==> config.mk <==
export PLATFORM = sky130hd
export DESIGN_NAME = csv_telemetry_line_parser_flat
export DESIGN_NICKNAME = d
export VERILOG_FILES = /design/src/sv/csvp_pkg.sv /design/src/sv/csvp_in_if.sv /design/src/sv/csvp_out_if.sv /design/src/sv/csv_telemetry_line_parser.sv /design/src/flat_wrapper.sv
export SDC_FILE = /design/constraint.sdc
export NUM_CORES = 1
export LEC_CHECK = 0
export ABC_CLOCK_PERIOD_IN_PS = 8500
export BUFFER_PORTS_ARGS = -buffer_cell sky130_fd_sc_hd__buf_4
export CORE_MARGIN = 8
export CORE_UTILIZATION = 30
export DETAILED_ROUTE_END_ITERATION = 8
export PLACE_DENSITY_LB_ADDON = 0.25
export SKIP_CTS_REPAIR_TIMING = 1
export SLEW_MARGIN = 20
export SYNTH_ARGS = -nofsm -noshare
export SYNTH_HDL_FRONTEND = slang
export SYNTH_SLANG_ARGS = --single-unit
==> constraint.sdc <==
create_clock -name clk -period 8.5 [get_ports clk]
set_input_delay 1.7 -clock clk [delete_from_list [all_inputs] [get_ports clk]]
set_output_delay 1.7 -clock clk [all_outputs]
set_load 0.005 [all_outputs]
==> src/sv/csvp_pkg.sv <==
// Shared constants, tables and helper functions of the CSV telemetry line parser.
package csvp_pkg;

  // Parse phases of one line.
  localparam logic [2:0] PH_HEADER = 3'd0;
  localparam logic [2:0] PH_PRE    = 3'd1;
  localparam logic [2:0] PH_MINUS  = 3'd2;
  localparam logic [2:0] PH_DIGITS = 3'd3;
  localparam logic [2:0] PH_POST   = 3'd4;

  // Numeric field types.
  localparam logic [2:0] FT_U16  = 3'd0;
  localparam logic [2:0] FT_S16  = 3'd1;
  localparam logic [2:0] FT_S32  = 3'd2;
  localparam logic [2:0] FT_FLAG = 3'd3;
  localparam logic [2:0] FT_MASK = 3'd4;

  // Message kinds.
  localparam logic [1:0] KIND_SETPOINT = 2'd0;
  localparam logic [1:0] KIND_SP_ACK   = 2'd1;
  localparam logic [1:0] KIND_ACTUAL   = 2'd2;
  localparam logic [1:0] KIND_ULTRA    = 2'd3;

  localparam int NUM_KINDS  = 4;
  localparam int NUM_FIELDS = 8;
  localparam int HDR_MAX    = 8;

  // Characters recognized by the parser.
  localparam logic [7:0] CH_SPACE = 8'h20;
  localparam logic [7:0] CH_TAB   = 8'h09;
  localparam logic [7:0] CH_MINUS = 8'h2d;
  localparam logic [7:0] CH_COMMA = 8'h2c;
  localparam logic [7:0] CH_ZERO  = 8'h30;
  localparam logic [7:0] CH_NINE  = 8'h39;

  // Header text of each kind, padded with zero bytes.
  localparam logic [7:0] HDR_TEXT [NUM_KINDS][HDR_MAX] = '{
    '{"V", "S", "O", "L", ",", 8'h00, 8'h00, 8'h00},
    '{"V", "S", "O", "L", "_", "O", "K", ","},
    '{"V", "I", "S", "T", ",", 8'h00, 8'h00, 8'h00},
    '{"U", "S", ",", 8'h00, 8'h00, 8'h00, 8'h00, 8'h00}
  };

  localparam logic [3:0] HDR_LEN [NUM_KINDS] = '{4'd5, 4'd8, 4'd5, 4'd3};

  // Length of the common prefix of two headers.
  localparam logic [3:0] HDR_CPL [NUM_KINDS][NUM_KINDS] = '{
    '{4'd5, 4'd4, 4'd1, 4'd0},
    '{4'd4, 4'd8, 4'd1, 4'd0},
    '{4'd1, 4'd1, 4'd5, 4'd0},
    '{4'd0, 4'd0, 4'd0, 4'd3}
  };

  localparam logic [3:0] FIELD_COUNT [NUM_KINDS] = '{4'd4, 4'd1, 4'd7, 4'd8};

  localparam logic [2:0] FIELD_TYPE [NUM_KINDS][NUM_FIELDS] = '{
    '{FT_U16, FT_FLAG, FT_S16, FT_S16, FT_U16, FT_U16, FT_U16, FT_U16},
    '{FT_U16, FT_U16, FT_U16, FT_U16, FT_U16, FT_U16, FT_U16, FT_U16},
    '{FT_U16, FT_S16, FT_S16, FT_S16, FT_S16, FT_S32, FT_S32, FT_U16},
    '{FT_U16, FT_U16, FT_U16, FT_U16, FT_MASK, FT_U16, FT_U16, FT_U16}
  };

  // Largest magnitude a field of the given type may reach.
  function automatic logic [31:0] field_limit(input logic [2:0] ftype, input logic neg);
    logic [31:0] lim;
    case (ftype)
      FT_S16:  lim = neg ? 32'd32768 : 32'd32767;
      FT_S32:  lim = neg ? 32'h8000_0000 : 32'h7fff_ffff;
      FT_FLAG: lim = 32'd1;
      FT_MASK: lim = 32'd7;
      default: lim = 32'd65535;
    endcase
    return lim;
  endfunction

  function automatic logic is_space(input logic [7:0] c);
    return (c == CH_SPACE) || (c == CH_TAB);
  endfunction

  function automatic logic is_digit(input logic [7:0] c);
    return (c >= CH_ZERO) && (c <= CH_NINE);
  endfunction

endpackage

==> src/sv/csvp_in_if.sv <==
// Input channel: one character or terminator per item, with valid/ready handshake.
interface csvp_in_if;
  logic       valid;
  logic       ready;
  logic [7:0] char_in;
  logic       line_end;

  modport source (output valid, output char_in, output line_end, input ready);
  modport sink (input valid, input char_in, input line_end, output ready);
endinterface

==> src/sv/csvp_out_if.sv <==
// Result channel: one parsed line per item, with valid/ready handshake.
interface csvp_out_if;
  logic               valid;
  logic               ready;
  logic               line_valid;
  logic        [1:0]  msg_kind;
  logic signed [31:0] value_0;
  logic signed [31:0] value_1;
  logic signed [31:0] value_2;
  logic signed [31:0] value_3;
  logic signed [31:0] value_4;
  logic signed [31:0] value_5;
  logic signed [31:0] value_6;
  logic signed [31:0] value_7;

  modport source (output valid, output line_valid, output msg_kind,
                  output value_0, output value_1, output value_2, output value_3,
                  output value_4, output value_5, output value_6, output value_7,
                  input ready);
  modport sink (input valid, input line_valid, input msg_kind,
                input value_0, input value_1, input value_2, input value_3,
                input value_4, input value_5, input value_6, input value_7,
                output ready);
endinterface

==> src/sv/csv_telemetry_line_parser.sv <==
// Top level of the CSV telemetry line parser: header match, field scan and result register.
//
// Usage: the in_ch channel carries one ASCII character per item; an item with
// line_end set is the terminator and ends the line. The parser recognizes the
// four message headers, scans the comma-separated decimal fields with range
// checks on every digit, and on the terminator produces one item on out_ch
// with line_valid, msg_kind and up to eight field values (zero when unused or
// when the line is invalid). Characters other than the terminator produce no
// result.
// The result appears on out_ch in the cycle after the terminator is accepted.
// Throughput: one item per cycle unless stalled; each character is folded into
// the parse state (compare plus multiply-by-ten accumulate).
// Stall: a waiting result sits in the output register; in_ch.ready stays high
// as long as that register is empty or being taken in the same cycle, so a
// stalled receiver holds off input only once a result is pending.
// Reset: rst_n is synchronous and active low; it drops any pending result and
// returns the parser to header matching with all fields cleared.
module csv_telemetry_line_parser (
  input  logic      clk,
  input  logic      rst_n,
  csvp_in_if.sink   in_ch,
  csvp_out_if.source out_ch
);
  import csvp_pkg::*;

  // Parse state.
  logic [2:0]  phase_r, phase_nxt;
  logic [3:0]  hpos_r, hpos_nxt;
  logic [1:0]  kind_r, kind_nxt;
  logic [2:0]  fidx_r, fidx_nxt;
  logic        minus_r, minus_nxt;
  logic [31:0] mag_r, mag_nxt;
  logic [31:0] store_r [NUM_FIELDS];
  logic [31:0] store_nxt [NUM_FIELDS];
  logic        failed_r, failed_nxt;

  // Result register.
  logic        out_valid_r;
  logic        out_line_valid_r;
  logic [1:0]  out_kind_r;
  logic [31:0] out_val_r [NUM_FIELDS];

  logic        in_fire;
  logic        end_fire;
  logic        line_ok;
  logic [7:0]  ch;
  logic [2:0]  cur_type;
  logic [35:0] acc;
  logic        over_limit;
  logic [3:0]  fidx_inc;
  logic        last_field;

  assign in_ch.ready = !out_valid_r || out_ch.ready;
  assign in_fire     = in_ch.valid && in_ch.ready;
  assign end_fire    = in_fire && in_ch.line_end;
  assign ch          = in_ch.char_in;

  // Field type and digit accumulate for the current field.
  assign cur_type   = FIELD_TYPE[kind_r][fidx_r];
  assign acc        = ({4'd0, mag_r} << 3) + ({4'd0, mag_r} << 1) + {32'd0, ch[3:0]};
  assign over_limit = acc > {4'd0, field_limit(cur_type, minus_r)};
  assign fidx_inc   = {1'b0, fidx_r} + 4'd1;
  assign last_field = fidx_inc >= FIELD_COUNT[kind_r];

  // The line is complete when the last field has at least one digit.
  assign line_ok = !failed_r && ((phase_r == PH_DIGITS) || (phase_r == PH_POST)) &&
                   (fidx_inc == FIELD_COUNT[kind_r]);

  // Next parse state for one accepted character.
  always_comb begin
    logic found;
    logic cand_ok;
    phase_nxt  = phase_r;
    hpos_nxt   = hpos_r;
    kind_nxt   = kind_r;
    fidx_nxt   = fidx_r;
    minus_nxt  = minus_r;
    mag_nxt    = mag_r;
    failed_nxt = failed_r;
    found      = 1'b0;
    cand_ok    = 1'b0;
    for (int i = 0; i < NUM_FIELDS; i++) begin
      store_nxt[i] = store_r[i];
    end

    if (end_fire) begin
      // Terminator: start the next line from scratch.
      phase_nxt  = PH_HEADER;
      hpos_nxt   = 4'd0;
      kind_nxt   = KIND_SETPOINT;
      fidx_nxt   = 3'd0;
      minus_nxt  = 1'b0;
      mag_nxt    = 32'd0;
      failed_nxt = 1'b0;
      for (int i = 0; i < NUM_FIELDS; i++) begin
        store_nxt[i] = 32'd0;
      end
    end else if (in_fire && !failed_r) begin
      unique case (phase_r) inside
        PH_HEADER: begin
          // First header, in list order, that agrees with the prefix seen so far.
          for (int k = 0; k < NUM_KINDS; k++) begin
            cand_ok = (hpos_r < HDR_LEN[k]) &&
                      ((hpos_r == 4'd0) ||
                       ((hpos_r < HDR_LEN[kind_r]) && (HDR_CPL[k][kind_r] >= hpos_r))) &&
                      (HDR_TEXT[k][hpos_r[2:0]] == ch);
            if (cand_ok && !found) begin
              found    = 1'b1;
              kind_nxt = k[1:0];
              hpos_nxt = hpos_r + 4'd1;
              if ((hpos_r + 4'd1) == HDR_LEN[k]) begin
                phase_nxt = PH_PRE;
              end
            end
          end
          if (!found) begin
            failed_nxt = 1'b1;
          end
        end
        PH_PRE, PH_MINUS, PH_DIGITS, PH_POST: begin
          if (is_digit(ch) && (phase_r != PH_POST)) begin
            // Digit: accumulate unless the field limit would be passed.
            if (over_limit) begin
              failed_nxt = 1'b1;
            end else begin
              mag_nxt           = acc[31:0];
              store_nxt[fidx_r] = minus_r ? (32'd0 - acc[31:0]) : acc[31:0];
              phase_nxt         = PH_DIGITS;
            end
          end else if (is_space(ch) && (phase_r != PH_MINUS)) begin
            if (phase_r == PH_DIGITS) begin
              phase_nxt = PH_POST;
            end
          end else if ((ch == CH_MINUS) && (phase_r == PH_PRE) &&
                       ((cur_type == FT_S16) || (cur_type == FT_S32))) begin
            minus_nxt = 1'b1;
            phase_nxt = PH_MINUS;
          end else if ((ch == CH_COMMA) &&
                       ((phase_r == PH_DIGITS) || (phase_r == PH_POST))) begin
            // Comma: move to the next field if the kind has one.
            if (last_field) begin
              failed_nxt = 1'b1;
            end else begin
              fidx_nxt  = fidx_inc[2:0];
              minus_nxt = 1'b0;
              mag_nxt   = 32'd0;
              phase_nxt = PH_PRE;
            end
          end else begin
            failed_nxt = 1'b1;
          end
        end
        default: begin
          failed_nxt = 1'b1;
        end
      endcase
    end
  end

  // Parse state registers.
  always_ff @(posedge clk) begin
    if (!rst_n) begin
      phase_r  <= PH_HEADER;
      hpos_r   <= 4'd0;
      kind_r   <= KIND_SETPOINT;
      fidx_r   <= 3'd0;
      minus_r  <= 1'b0;
      mag_r    <= 32'd0;
      failed_r <= 1'b0;
      for (int i = 0; i < NUM_FIELDS; i++) begin
        store_r[i] <= 32'd0;
      end
    end else begin
      phase_r  <= phase_nxt;
      hpos_r   <= hpos_nxt;
      kind_r   <= kind_nxt;
      fidx_r   <= fidx_nxt;
      minus_r  <= minus_nxt;
      mag_r    <= mag_nxt;
      failed_r <= failed_nxt;
      for (int i = 0; i < NUM_FIELDS; i++) begin
        store_r[i] <= store_nxt[i];
      end
    end
  end

  // Result valid flag.
  always_ff @(posedge clk) begin
    if (!rst_n) begin
      out_valid_r <= 1'b0;
    end else if (end_fire) begin
      out_valid_r <= 1'b1;
    end else if (out_ch.ready) begin
      out_valid_r <= 1'b0;
    end
  end

  // Result payload, loaded on the terminator item.
  always_ff @(posedge clk) begin
    if (end_fire) begin
      out_line_valid_r <= line_ok;
      out_kind_r       <= line_ok ? kind_r : KIND_SETPOINT;
      for (int i = 0; i < NUM_FIELDS; i++) begin
        out_val_r[i] <= line_ok ? store_r[i] : 32'd0;
      end
    end
  end

  assign out_ch.valid      = out_valid_r;
  assign out_ch.line_valid = out_line_valid_r;
  assign out_ch.msg_kind   = out_kind_r;
  assign out_ch.value_0    = out_val_r[0];
  assign out_ch.value_1    = out_val_r[1];
  assign out_ch.value_2    = out_val_r[2];
  assign out_ch.value_3    = out_val_r[3];
  assign out_ch.value_4    = out_val_r[4];
  assign out_ch.value_5    = out_val_r[5];
  assign out_ch.value_6    = out_val_r[6];
  assign out_ch.value_7    = out_val_r[7];

  // A terminator always leaves the parser back at the start of a clean line.
  a_line_restart: assert property (@(posedge clk) disable iff (!rst_n)
    end_fire |=> (phase_r == PH_HEADER) && (hpos_r == 4'd0) && !failed_r)
    else $error("parser did not restart after terminator");

  // A new result only follows an accepted terminator.
  a_result_source: assert property (@(posedge clk) disable iff (!rst_n)
    $rose(out_valid_r) |-> $past(end_fire))
    else $error("result appeared without a terminator");

  // An invalid line reports kind zero and zero fields (fields 0 and 7 are checked).
  a_invalid_zero: assert property (@(posedge clk) disable iff (!rst_n)
    (out_valid_r && !out_line_valid_r) |->
      (out_kind_r == KIND_SETPOINT) && (out_val_r[0] == 32'd0) && (out_val_r[7] == 32'd0))
    else $error("invalid line carries nonzero payload");

  // The field index never runs past the last field of the current kind.
  a_field_bound: assert property (@(posedge clk) disable iff (!rst_n)
    (phase_r != PH_HEADER) |-> (fidx_inc <= FIELD_COUNT[kind_r]))
    else $error("field index beyond field count");

endmodule

==> src/flat_wrapper.sv <==
// flat-port wrapper written by rule: the top's interface ports become plain ports
module csv_telemetry_line_parser_flat import csvp_pkg::*;
  (clk, rst_n, in_ch_valid, in_ch_char_in, in_ch_line_end, in_ch_ready, out_ch_valid, out_ch_line_valid, out_ch_msg_kind, out_ch_value_0, out_ch_value_1, out_ch_value_2, out_ch_value_3, out_ch_value_4, out_ch_value_5, out_ch_value_6, out_ch_value_7, out_ch_ready);
  csvp_in_if in_ch_i ();
  csvp_out_if out_ch_i ();
  input  logic clk;
  input  logic rst_n;
  input wire logic [$bits(in_ch_i.valid)-1:0] in_ch_valid;
  input wire logic [$bits(in_ch_i.char_in)-1:0] in_ch_char_in;
  input wire logic [$bits(in_ch_i.line_end)-1:0] in_ch_line_end;
  output wire logic [$bits(in_ch_i.ready)-1:0] in_ch_ready;
  output wire logic [$bits(out_ch_i.valid)-1:0] out_ch_valid;
  output wire logic [$bits(out_ch_i.line_valid)-1:0] out_ch_line_valid;
  output wire logic [$bits(out_ch_i.msg_kind)-1:0] out_ch_msg_kind;
  output wire logic [$bits(out_ch_i.value_0)-1:0] out_ch_value_0;
  output wire logic [$bits(out_ch_i.value_1)-1:0] out_ch_value_1;
  output wire logic [$bits(out_ch_i.value_2)-1:0] out_ch_value_2;
  output wire logic [$bits(out_ch_i.value_3)-1:0] out_ch_value_3;
  output wire logic [$bits(out_ch_i.value_4)-1:0] out_ch_value_4;
  output wire logic [$bits(out_ch_i.value_5)-1:0] out_ch_value_5;
  output wire logic [$bits(out_ch_i.value_6)-1:0] out_ch_value_6;
  output wire logic [$bits(out_ch_i.value_7)-1:0] out_ch_value_7;
  input wire logic [$bits(out_ch_i.ready)-1:0] out_ch_ready;
  assign in_ch_i.valid = in_ch_valid;
  assign in_ch_i.char_in = in_ch_char_in;
  assign in_ch_i.line_end = in_ch_line_end;
  assign in_ch_ready = in_ch_i.ready;
  assign out_ch_valid = out_ch_i.valid;
  assign out_ch_line_valid = out_ch_i.line_valid;
  assign out_ch_msg_kind = out_ch_i.msg_kind;
  assign out_ch_value_0 = out_ch_i.value_0;
  assign out_ch_value_1 = out_ch_i.value_1;
  assign out_ch_value_2 = out_ch_i.value_2;
  assign out_ch_value_3 = out_ch_i.value_3;
  assign out_ch_value_4 = out_ch_i.value_4;
  assign out_ch_value_5 = out_ch_i.value_5;
  assign out_ch_value_6 = out_ch_i.value_6;
  assign out_ch_value_7 = out_ch_i.value_7;
  assign out_ch_i.ready = out_ch_ready;
  csv_telemetry_line_parser u_core (.clk(clk), .rst_n(rst_n), .in_ch(in_ch_i), .out_ch(out_ch_i));
endmodule
* Word level (Yosys, flattened, before mapping)
Memory sizes are Yosys's and may differ from the RTL's.
Index checks and enable logic that the tools add are counted.
** Storage, ports and cells
- Register bits after elaboration :: 50
- Latch bits :: 0
- Bits in writable memories :: 512
- Memory bits (read-only) :: 256
- Output and inout port bits :: 261
- Logic and storage cells :: 267
- Memories kept :: 6
** Operators by class
- $add $sub $neg :: 5
- Multipliers :: 0
- Div/mod/pow operators :: 0
- Order comparisons :: 16
- Equal/unequal tests :: 36
- Shifts and indexed selects :: 0
- Multiplexer cells :: 123
- Bitwise gates (word level) :: 16
- Reduce and logical (&&, ||, !) cells :: 55
** Memory list
- u_core.out_val_r :: depth 8, width 32, read ports 8, clocked after memory_dff 0, wr ports 8, RTL line csv_telemetry_line_parser.sv:41 : logic [31:0] out_val_r [NUM_FIELDS];
- u_core.store_r :: depth 8, width 32, read ports 8, clocked after memory_dff 0, wr ports 8, RTL line csv_telemetry_line_parser.sv:33 : logic [31:0] store_r [NUM_FIELDS];
- (no name shown) :: depth 8, width 8, read ports 1, clocked after memory_dff 0, wr ports 0, RTL line csv_telemetry_line_parser.sv:106 : (HDR_TEXT[k][hpos_r[2:0]] == ch);
- (no name shown) :: depth 8, width 8, read ports 1, clocked after memory_dff 0, wr ports 0, RTL line csv_telemetry_line_parser.sv:106
- (no name shown) :: depth 8, width 8, read ports 1, clocked after memory_dff 0, wr ports 0, RTL line csv_telemetry_line_parser.sv:106
- (no name shown) :: depth 8, width 8, read ports 1, clocked after memory_dff 0, wr ports 0, RTL line csv_telemetry_line_parser.sv:106
** Operators by type and width (number)
- $mux W256 :: 5
- $mux W32 :: 25
- $bwmux W256 :: 1
- $pmux W32 S4 :: 1
- $demux W32 S3 :: 1
- $mux W4 :: 16
- $mux W8 :: 8
- $mux W3 :: 17
- $bmux W24 S2 :: 1
- $bmux W4 S2 :: 6
- $mux W24 :: 2
- $add A35 B33 Y36 :: 1
- $add A36 B4 Y36 :: 1
- $gt A36 B32 Y1 :: 1
- $eq A8 B8 Y1 :: 4
- $mux W1 :: 32
- $sub A1 B32 Y32 const A :: 1
- $logic_and A1 B1 Y1 :: 27
- $eq A8 B6 Y1 const B :: 3
- $ge A4 B4 Y1 :: 5
- $reduce_and A6 Y1 :: 3
- $mux W16 :: 1
- $reduce_and A7 Y1 :: 2
- $eq A3 B2 Y1 const B :: 4
- other kinds (42) :: 83

* Depth between registers and ports, before layout
Gate-level depths: netlist of run 1.
- Word-level depth :: 33
- Gate-level depth with buffers :: 23
- Depth with buffers taken out :: 20

* Worst setup path after synthesis of run 1
Ideal clock, no wire load.
- Kind :: input port to flip-flop
- Start point :: input out_ch_ready
- End point :: register u_core.out_line_valid_r, in the netlist u_core.out_ch.line_valid, enable pin
- Library setup time :: 609 ps
- Arrival :: 6989 ps
- Slack :: 902 ps
- Stages :: 3
- Cell sequence :: nand2b_1 nand3_1 inv_1
** On the way
- Cells in the longest elaborated chain, start to end :: 3
** Ends and longest elaborated chain
- start: declaration :: RTL line flat_wrapper.sv:23 : input wire logic [$bits(out_ch_i.ready)-1:0] out_ch_ready;
- $logic_or A1 B1 Y1 :: RTL line csv_telemetry_line_parser.sv:53 : assign in_ch.ready = !out_valid_r || out_ch.ready;
- $logic_and A1 B1 Y1 :: RTL line csv_telemetry_line_parser.sv:54 : assign in_fire = in_ch.valid && in_ch.ready;
- $logic_and A1 B1 Y1 :: RTL line csv_telemetry_line_parser.sv:55 : assign end_fire = in_fire && in_ch.line_end;
- net u_core.end_fire :: RTL line csv_telemetry_line_parser.sv:44 : logic end_fire;
- end signal: assignment :: RTL line csv_telemetry_line_parser.sv:201 : out_line_valid_r <= line_ok;
- end: declaration :: RTL line csv_telemetry_line_parser.sv:39 : logic out_line_valid_r;
The timed path passes the listed nets, and every way through them passes these cells.
A chain may end at the register's enable or synchronous reset.

==> results of run 1 <==
[where the power goes]
part | switching [mW] | total [mW] | internal (mW)
clock | 1.12 | 2.67 | 1.54
sequential | 0.0296 | 2.91 | 2.88
combinational | 0.128 | 0.213 | 0.0848
[worst paths after layout]
check | startpoint | endpoint | slack (ns) | depth (start not counted)
max reg2reg | u_core.mag_r[0] | u_core.store_r[0][219] | 1.59 | 20
max | in_ch_char_in[3] | u_core.store_r[0][219] | 0.62 | 21
min | u_core.store_r[0][95] | u_core.store_r[0][95] | 0.44 | 2
min reg2reg | u_core.store_r[0][95] | u_core.store_r[0][95] | 0.44 | 2
[area by class of cell]
| cell class | instances | area, um2 |
|---|---|---|
| inverter | 32 | 127.6 |
| multi-input combinational | 1850 | 11340 |
| timing repair buffer | 333 | 2663 |
| tap | 1144 | 1431 |
| clock buffer | 86 | 1639 |
| sequential | 562 | 13840 |
| fill | 8595 | 53850 |
| clock inverter | 28 | 384.1 |
[logic make-up after synthesis]
| family | count (synthesis) |
|---|---|
| multiplexers | 37 |
| XOR/XNOR | 71 |
| AO/OA/AOI/OAI | 578 |
| flip-flops | 562 |
| buffers and inverters | 194 |
| AND/OR/NAND/NOR | 1035 |
| adder cells (fa/ha/maj) | 129 |
[registers in the layout, summed over array words and instances (netlist names)]
signal                    count
u_core.hpos_r                 4
u_core.out_val_r            256
u_core.phase_r                3
u_core.fidx_r                 3
u_core.store_r              256
u_core.out_ch.msg_kind        2
u_core.mag_r                 32
u_core.failed_r               1
u_core.out_ch.line_valid      1
u_core.kind_r                 2
u_core.minus_r                1
u_core.out_ch.valid           1
[synthesized netlist by cell type (all sizes together), types with 4 or more instances]
cell type  count  area (um2)
or3           13       91.34
nor4          20       140.1
mux2i         36       360.4
nor2b          7       43.79
nand2b        12       75.07
a21o          12       90.09
o41ai          7       87.59
nand2        434        1629
a311oi         5       67.57
a31oi         10       62.56
buf           22       111.4
nor3          30       150.1
a2111oi        6       60.05
a211oi        23       187.7
a211o          6       52.55
o31ai         10       116.4
o21ai        122       618.1
a21oi        308        1541
o21bai         5       41.29
and2         288        1802
nand3         36       180.2
xnor2         41       359.1
o211ai         8       60.06
nand4         30       187.7
o21a          12       90.09
o2111ai        4       35.03
nor2         120       450.4
inv           31       116.4
and3          19       118.9
clkbuf       140       526.8
dfxtp        303        6066
edfxtp       259        7777
ha           127        1589
and4           6       52.55
a21boi         7       52.55
or2            7       46.30
xor2          30       307.8
[routing by layer]
layer  share of wire, %  GRT usage, %  up-vias  routed length (um)
met3                5.7         2.856       94                4376
met4                2.1         3.779        0                1657
met5                  0             0        -                   0
met1                 46         21.01     9365               35390
li1                   -             -     9608                   -
met2                 46         24.93      441               35700
[worst register-to-register path, stage by stage (launching register included)]
cell and delay, ns:
dfxtp_1 0.34, fa_1 0.57, fa_1 0.24, a211oi_2 0.10, o21a_1 0.23, a2111o_1 0.43
a2111oi_1 0.70, or3_1 0.25, xor2_1 0.47, ha_1 0.27, nand4_1 0.13, nor4_1 0.52
nand3_1 0.16, and2_1 0.20, a221oi_1 0.33, o221ai_1 0.23, nor2_1 0.74, and4_2 0.44
buf_4 0.22, nor2_1 0.06, a311oi_1 0.22
[stage by stage]
step	instance area (um2)	util, %
CTS	31430	36.85
finish	31430	36.85
global placement	29400	34.48
global route	31430	36.85
floorplan	25830	-
detailed placement	29400	34.48
==> impl_results.rst, run 1 <==
.. list-table::
   :header-rows: 1

   * - Metric
     - Value
   * - CP top delay family
     - simple AND/OR/NAND/NOR gates
   * - GRT Residual Overflow
     - 0
   * - HPWL after DPL
     - between 50,000 and 60,000 um
   * - Clk Latency, worst-skew pair
     - approximately 0.64 ns
   * - Fin. max-slew vios
     - 0
   * - Vias per cell
     - slightly below 5
   * - Post-synthesis share of cell area spent on xor and xnor gates
     - ~2.6%
   * - Largest incremental delay on the critical path
     - between 0.7 and 0.8 ns
   * - Minimum setup slack after placement
     - 0.07255 ns
   * - Setup Crit Path Kind
     - input pin to flip-flop
   * - Number of nets in the layout
     - 2,981
   * - Count of mapped cells out of synthesis
     - ~2,600
   * - P&R area growth vs syn
     - 21.67%
   * - Classification of the worst-slack hold path
     - flip-flop to flip-flop
   * - Syn Std Cell Area
     - between 20,000 and 30,000 um2
   * - Die extent in x
     - between 300 and 400 um
   * - Total routed wirelength
     - 77,130 um
   * - Most used flip-flop cell after synthesis
     - dfxtp_1
   * - Number of levels in the clock H-tree
     - 2
   * - Die Area
     - roughly 96,000 um2
   * - Worst hold slack after final layout
     - ~0.44 ns
   * - Global-route wire length before repair
     - between 100,000 and 150,000 um
   * - Dominant combinational cell family by area after synthesis
     - simple AND/OR/NAND/NOR gates
   * - Headroom to the max-slew limit
     - around a fifth
   * - Post-synthesis async set-or-reset flop share
     - 0%
   * - Post-Syn Area per Cell
     - ~10 um2
   * - Post-Route Skew
     - between 0.04 and 0.05 ns
   * - Sequential element share of the synthesized area
     - between 50% and 60%
   * - Clock-pin slew reported for the worst setup and hold paths after clock tree synthesis
     - about 0.060 ns
   * - Num CTS Buffers
     - 60
   * - Maximum number of pins on one net before global-route repair
     - approximately 240
   * - Count of input and output buffers
     - about 270
   * - Placeable Area
     - around 85,000 um2
   * - RSZ-0062 raised after global routing
     - false
   * - Pwr dens
     - roughly 180 nW/um2
   * - Number of global-route vias before repair
     - 18,394
   * - Post-synthesis adder-cell area fraction
     - under 10%
   * - Static leakage
     - ~12 nW
   * - Critical Path End Type
     - flip-flop
   * - Final clock period utilization by the worst path
     - about 93%
   * - Yosys warnings
     - 0
   * - Top library cells by usage in the layout, fill and taps aside
     - nand2_1, buf_4, a21oi_1
   * - Mux share of post-synthesis cell area
     - 1.439%
   * - CTS Buffer Depth
     - 3
   * - Most common cell after layout, fill and taps aside
     - nand2_1
   * - First-pass DRT Iterations
     - 7
   * - # diodes
     - 0
   * - Hold violation count in the final report
     - 0
   * - Placed instance count
     - approximately 3,900
   * - Area share of and/or/nand/nor cells after synthesis
     - between 10% and 20%
   * - Result of the run
     - complete, no violations
   * - Routed wirelength normalized by instance count
     - roughly 19 um
   * - Syn Nets
     - around 2,700
   * - Share of layout cells above drive strength 1
     - around 17%
   * - CP max stage cell
     - nor2_1
   * - Root Buffer Master
     - clkbuf_16
   * - # Max-Cap Violations
     - 0
   * - Top-level I/O count
     - approximately 270
   * - Post-synthesis compound-gate area fraction
     - 13.48%
   * - Remaining antenna violation count
     - 0
   * - Height of the die
     - roughly 310 um
   * - Post-layout min period
     - 7.878 ns
   * - Number of storage elements in the synthesis netlist
     - ~560
   * - Data arrival at the endpoint of the critical path
     - 8.40 ns
   * - Critical-path cell list
     - buf_4 > fa_1 > fa_1 > a211oi_2 > o21a_1 > a2111o_1 > a2111oi_1 > or3_1 > xor2_1 > ha_1 > nand4_1 > nor4_1 > nand3_1 > and2_1 > a221oi_1 > o221ai_1 > nor2_1 > and4_2 > buf_4 > nor2_1 > a311oi_1
   * - Min setup slack post-route
     - around 0.62 ns
   * - Final routed DRC violation total
     - 0
   * - Starting DRT DRC Count
     - around 1,300
   * - Power after layout
     - around 5.8 mW
   * - EDFF count, synth
     - around 260
   * - Number of cells in the finished layout apart from fillers
     - between 4,000 and 5,000
   * - F_max
     - around 0.13 GHz
   * - Total number of vias
     - about 20,000
   * - Global Route Usage Sum
     - 15.34%
   * - Startpoint kind of the worst setup timing path
     - input pin
   * - Antenna violations before repair
     - 1
   * - Max Fanout on Critical Path
     - 17
   * - Count of distinct cell types in the synthesized netlist
     - 88
   * - Placer congestion estimate
     - just under 0.9
   * - Number of buffer and inverter instances along the worst setup path
     - 2
   * - Transition time of the tightest slew-check pin
     - 1.188 ns
   * - Required time of the critical path
     - around 9.0 ns
   * - Core Rows
     - between 100 and 150
   * - Setup TNS
     - 0 ns
   * - TritonCTS clock tree
     - done
   * - Max VDD drop
     - 0.1557 mV
   * - Sink Count
     - 562
   * - Count of endpoints failing setup in the final report
     - 0
   * - Initial core utilization
     - a little over 30%
No activity file was read; power rests on OpenSTA's default activity.
==> run 2: changes to the inputs <==
ABC_CLOCK_PERIOD_IN_PS = not set   (was 8500)
PLACE_DENSITY = 0.56   (was not set)
PLACE_DENSITY_LB_ADDON = not set   (was 0.25)
==> impl_results.rst, run 2 (synthesis results as in run 1) <==
.. list-table::
   :header-rows: 1

   * - Metric
     - Value
   * - Result of the run
     - complete, no violations
   * - Clk Latency, worst-skew pair
     - 0.63 ns
   * - GRT Residual Overflow
     - 0
   * - Setup TNS
     - 0 ns
   * - Final routed DRC violation total
     - 0
   * - Core occupancy in the finished layout
     - between 30% and 40%
   * - R2R cell count
     - 19
   * - Required time of the critical path
     - roughly 9 ns
   * - Top-level I/O count
     - 274
   * - # Max-Cap Violations
     - 0
   * - Most common cell after layout, fill and taps aside
     - nand2_1
   * - Total routed wirelength
     - 76,270 um
   * - Setup Crit Path Kind
     - input pin to flip-flop
   * - Classification of the worst-slack hold path
     - flip-flop to flip-flop
   * - Total number of vias
     - a little under 20,000
   * - Endpoint of the lowest-slack register-to-register path
     - u_core.store_r[0][186]
   * - Placeable Area
     - 85,280 um2
   * - Startpoint kind of the worst setup timing path
     - input pin
   * - Count of endpoints failing setup in the final report
     - 0
   * - Vias per cell
     - between 4 and 5
   * - Number of nets in the layout
     - ~3,000
   * - Met1 global-route usage
     - around a fifth
   * - Die extent in x
     - around 310 um
   * - Transition time of the tightest slew-check pin
     - 1.238 ns
   * - Startpoint of the most critical register-to-register path
     - u_core.mag_r[0]
   * - First-pass DRT Iterations
     - 5
   * - Pwr dens
     - between 150 and 200 nW/um2
   * - Fillers
     - between 8,000 and 9,000
   * - Number of global-route vias before repair
     - 18,387
   * - HPWL after DPL
     - between 50,000 and 60,000 um
   * - Post-Route Skew
     - about 0.037 ns
   * - Registers with the most flip-flops
     - u_core.out_val_r (256), u_core.store_r (256), u_core.mag_r (32)
   * - WHS Endpoint
     - u_core.store_r[0][199]
   * - Count of input and output buffers
     - 273
   * - FF+latch area
     - around 14,000 um2
   * - Static leakage
     - between 10 and 15 nW
   * - CTS Buffer Depth
     - 3
   * - Number of buffer and inverter instances along the worst setup path
     - 1
   * - Largest incremental delay on the critical path
     - about 0.89 ns
   * - Met2 Usage GRT
     - approximately a quarter
   * - Placed instance count
     - ~3,900
   * - Worst hold path depth
     - 2
   * - Maximum number of pins on one net before global-route repair
     - 199
   * - Max Fanout on Critical Path
     - 38
   * - Post-layout min period
     - between 7 and 8 ns
   * - CP top delay family
     - simple AND/OR/NAND/NOR gates
   * - Share of layout cells above drive strength 1
     - between 10% and 20%
   * - Met3 usage in global routing
     - under 10%
   * - Sink Count
     - around 560
   * - Number of cells in the finished layout apart from fillers
     - between 4,000 and 5,000
   * - Global-route wire length before repair
     - 114,200 um
   * - Final clock period utilization by the worst path
     - roughly nine tenths
   * - Placer congestion estimate
     - 0.9406
   * - Cell occurring most often along the worst timing path
     - fa_1
   * - Remaining antenna violation count
     - 0
   * - Max VDD drop
     - 0.1702 mV
   * - Core Rows
     - 107
   * - Critical Path End Type
     - flip-flop
   * - Headroom to the max-slew limit
     - 17.46%
   * - Height of the die
     - 309.4 um
   * - P&R area growth vs syn
     - 21.24%
   * - F_max
     - approximately 0.13 GHz
   * - Highest-utilization routing layer at the global route stage
     - met2
   * - Clock-pin slew reported for the worst setup and hold paths after clock tree synthesis
     - about 0.070 ns
   * - Hold violation count in the final report
     - 0
   * - Number of levels in the clock H-tree
     - 2
   * - Global Route Usage Sum
     - ~15%
   * - # diodes
     - 0
   * - Area of the multi-input gates
     - around 11,000 um2
   * - Num CTS Buffers
     - between 50 and 60
   * - Critical-path cell list
     - buf_4 > fa_1 > fa_1 > a211oi_2 > o21a_1 > a2111o_1 > a2111oi_1 > or3_1 > xor2_1 > ha_1 > nand4_1 > nor4_1 > nand3_1 > and2_1 > a221oi_1 > o221ai_1 > nor2_1 > and3_2 > o21ai_0 > a21oi_1
   * - Root Buffer Master
     - clkbuf_16
   * - CP max stage cell
     - and3_2
   * - RSZ-0062 raised after global routing
     - false
   * - TritonCTS clock tree
     - done
   * - Antenna violations before repair
     - 0
   * - Top library cells by usage in the layout, fill and taps aside
     - nand2_1, buf_4, a21oi_1
   * - Starting DRT DRC Count
     - 1,397
   * - Die Area
     - around 96,000 um2
   * - Routed wirelength normalized by instance count
     - roughly 19 um
   * - Data arrival at the endpoint of the critical path
     - 8.28 ns
   * - Worst reg-to-reg setup slack
     - 1.68 ns
   * - Fin. max-slew vios
     - 0
   * - Hold path startpoint
     - u_core.store_r[0][199]
   * - Initial core utilization
     - between 30% and 40%
-- run 2: layout make-up --
type,instances,share of cell area (%)
repair buffers,337,8.399
clock buffers,72,4.962
well taps,1144,4.571
flip-flops and latches,562,44.21
inverters,32,0.4075
clock inverters,38,1.414
multi-input cells,1850,36.04
-- run 2: worst max path at each step --
stage,slack [ns],cells after the start,to,from
2_1_floorplan,0.90,3,u_core.out_ch.line_valid,out_ch_ready
3_3_place_gp,0.35,20,u_core.store_r[0][55],in_ch_char_in[3]
3_5_place_dp,0.18,20,u_core.store_r[0][186],in_ch_char_in[3]
4_1_cts,0.83,20,u_core.store_r[0][61],in_ch_char_in[3]
5_1_grt,0.26,20,u_core.store_r[0][190],in_ch_char_in[3]
6_report,0.75,20,u_core.store_r[0][186],in_ch_char_in[3]
-- run 2: metal layers --
metal | share of wire (%) | up-vias
li1 | - | 9591
met1 | 45 | 9239
met4 | 2.1 | 0
met5 | 0 | -
met2 | 46 | 534
met3 | 7.2 | 86
-- run 2: power by group --
part,total [mW],internal (mW),switching [mW]
clock network,2.65,1.55,1.11
registers,2.91,2.88,0.0285
logic,0.213,0.0857,0.127
total,5.78,4.51,1.26
-- run 2: worst reg2reg max path: stages (launching register included) --
cell	delay [ns]
dfxtp_1	0.34
fa_1	0.56
fa_1	0.24
a211oi_2	0.10
o21a_1	0.24
a2111o_1	0.45
a2111oi_1	0.76
or3_1	0.24
xor2_1	0.47
ha_1	0.27
nand4_1	0.13
nor4_1	0.49
nand3_1	0.16
and2_1	0.22
a221oi_1	0.27
o221ai_1	0.23
nor2_1	0.37
and3_2	0.89
o21ai_0	0.16
a21oi_1	0.17
-- run 2: per-stage QoR --
stage	total power [mW]	instance area [um2]	setup WS, ns	hold slack (ns)
2_1_floorplan	3.047	25830	0.9023	0.4255
3_3_place_gp	3.188	29310	0.3454	0.4330
3_5_place_dp	3.188	29310	0.1786	0.4390
4_1_cts	5.859	31310	0.8320	0.4473
5_1_grt	5.979	31320	0.2600	0.4602
6_report	5.776	31320	0.7509	0.4429
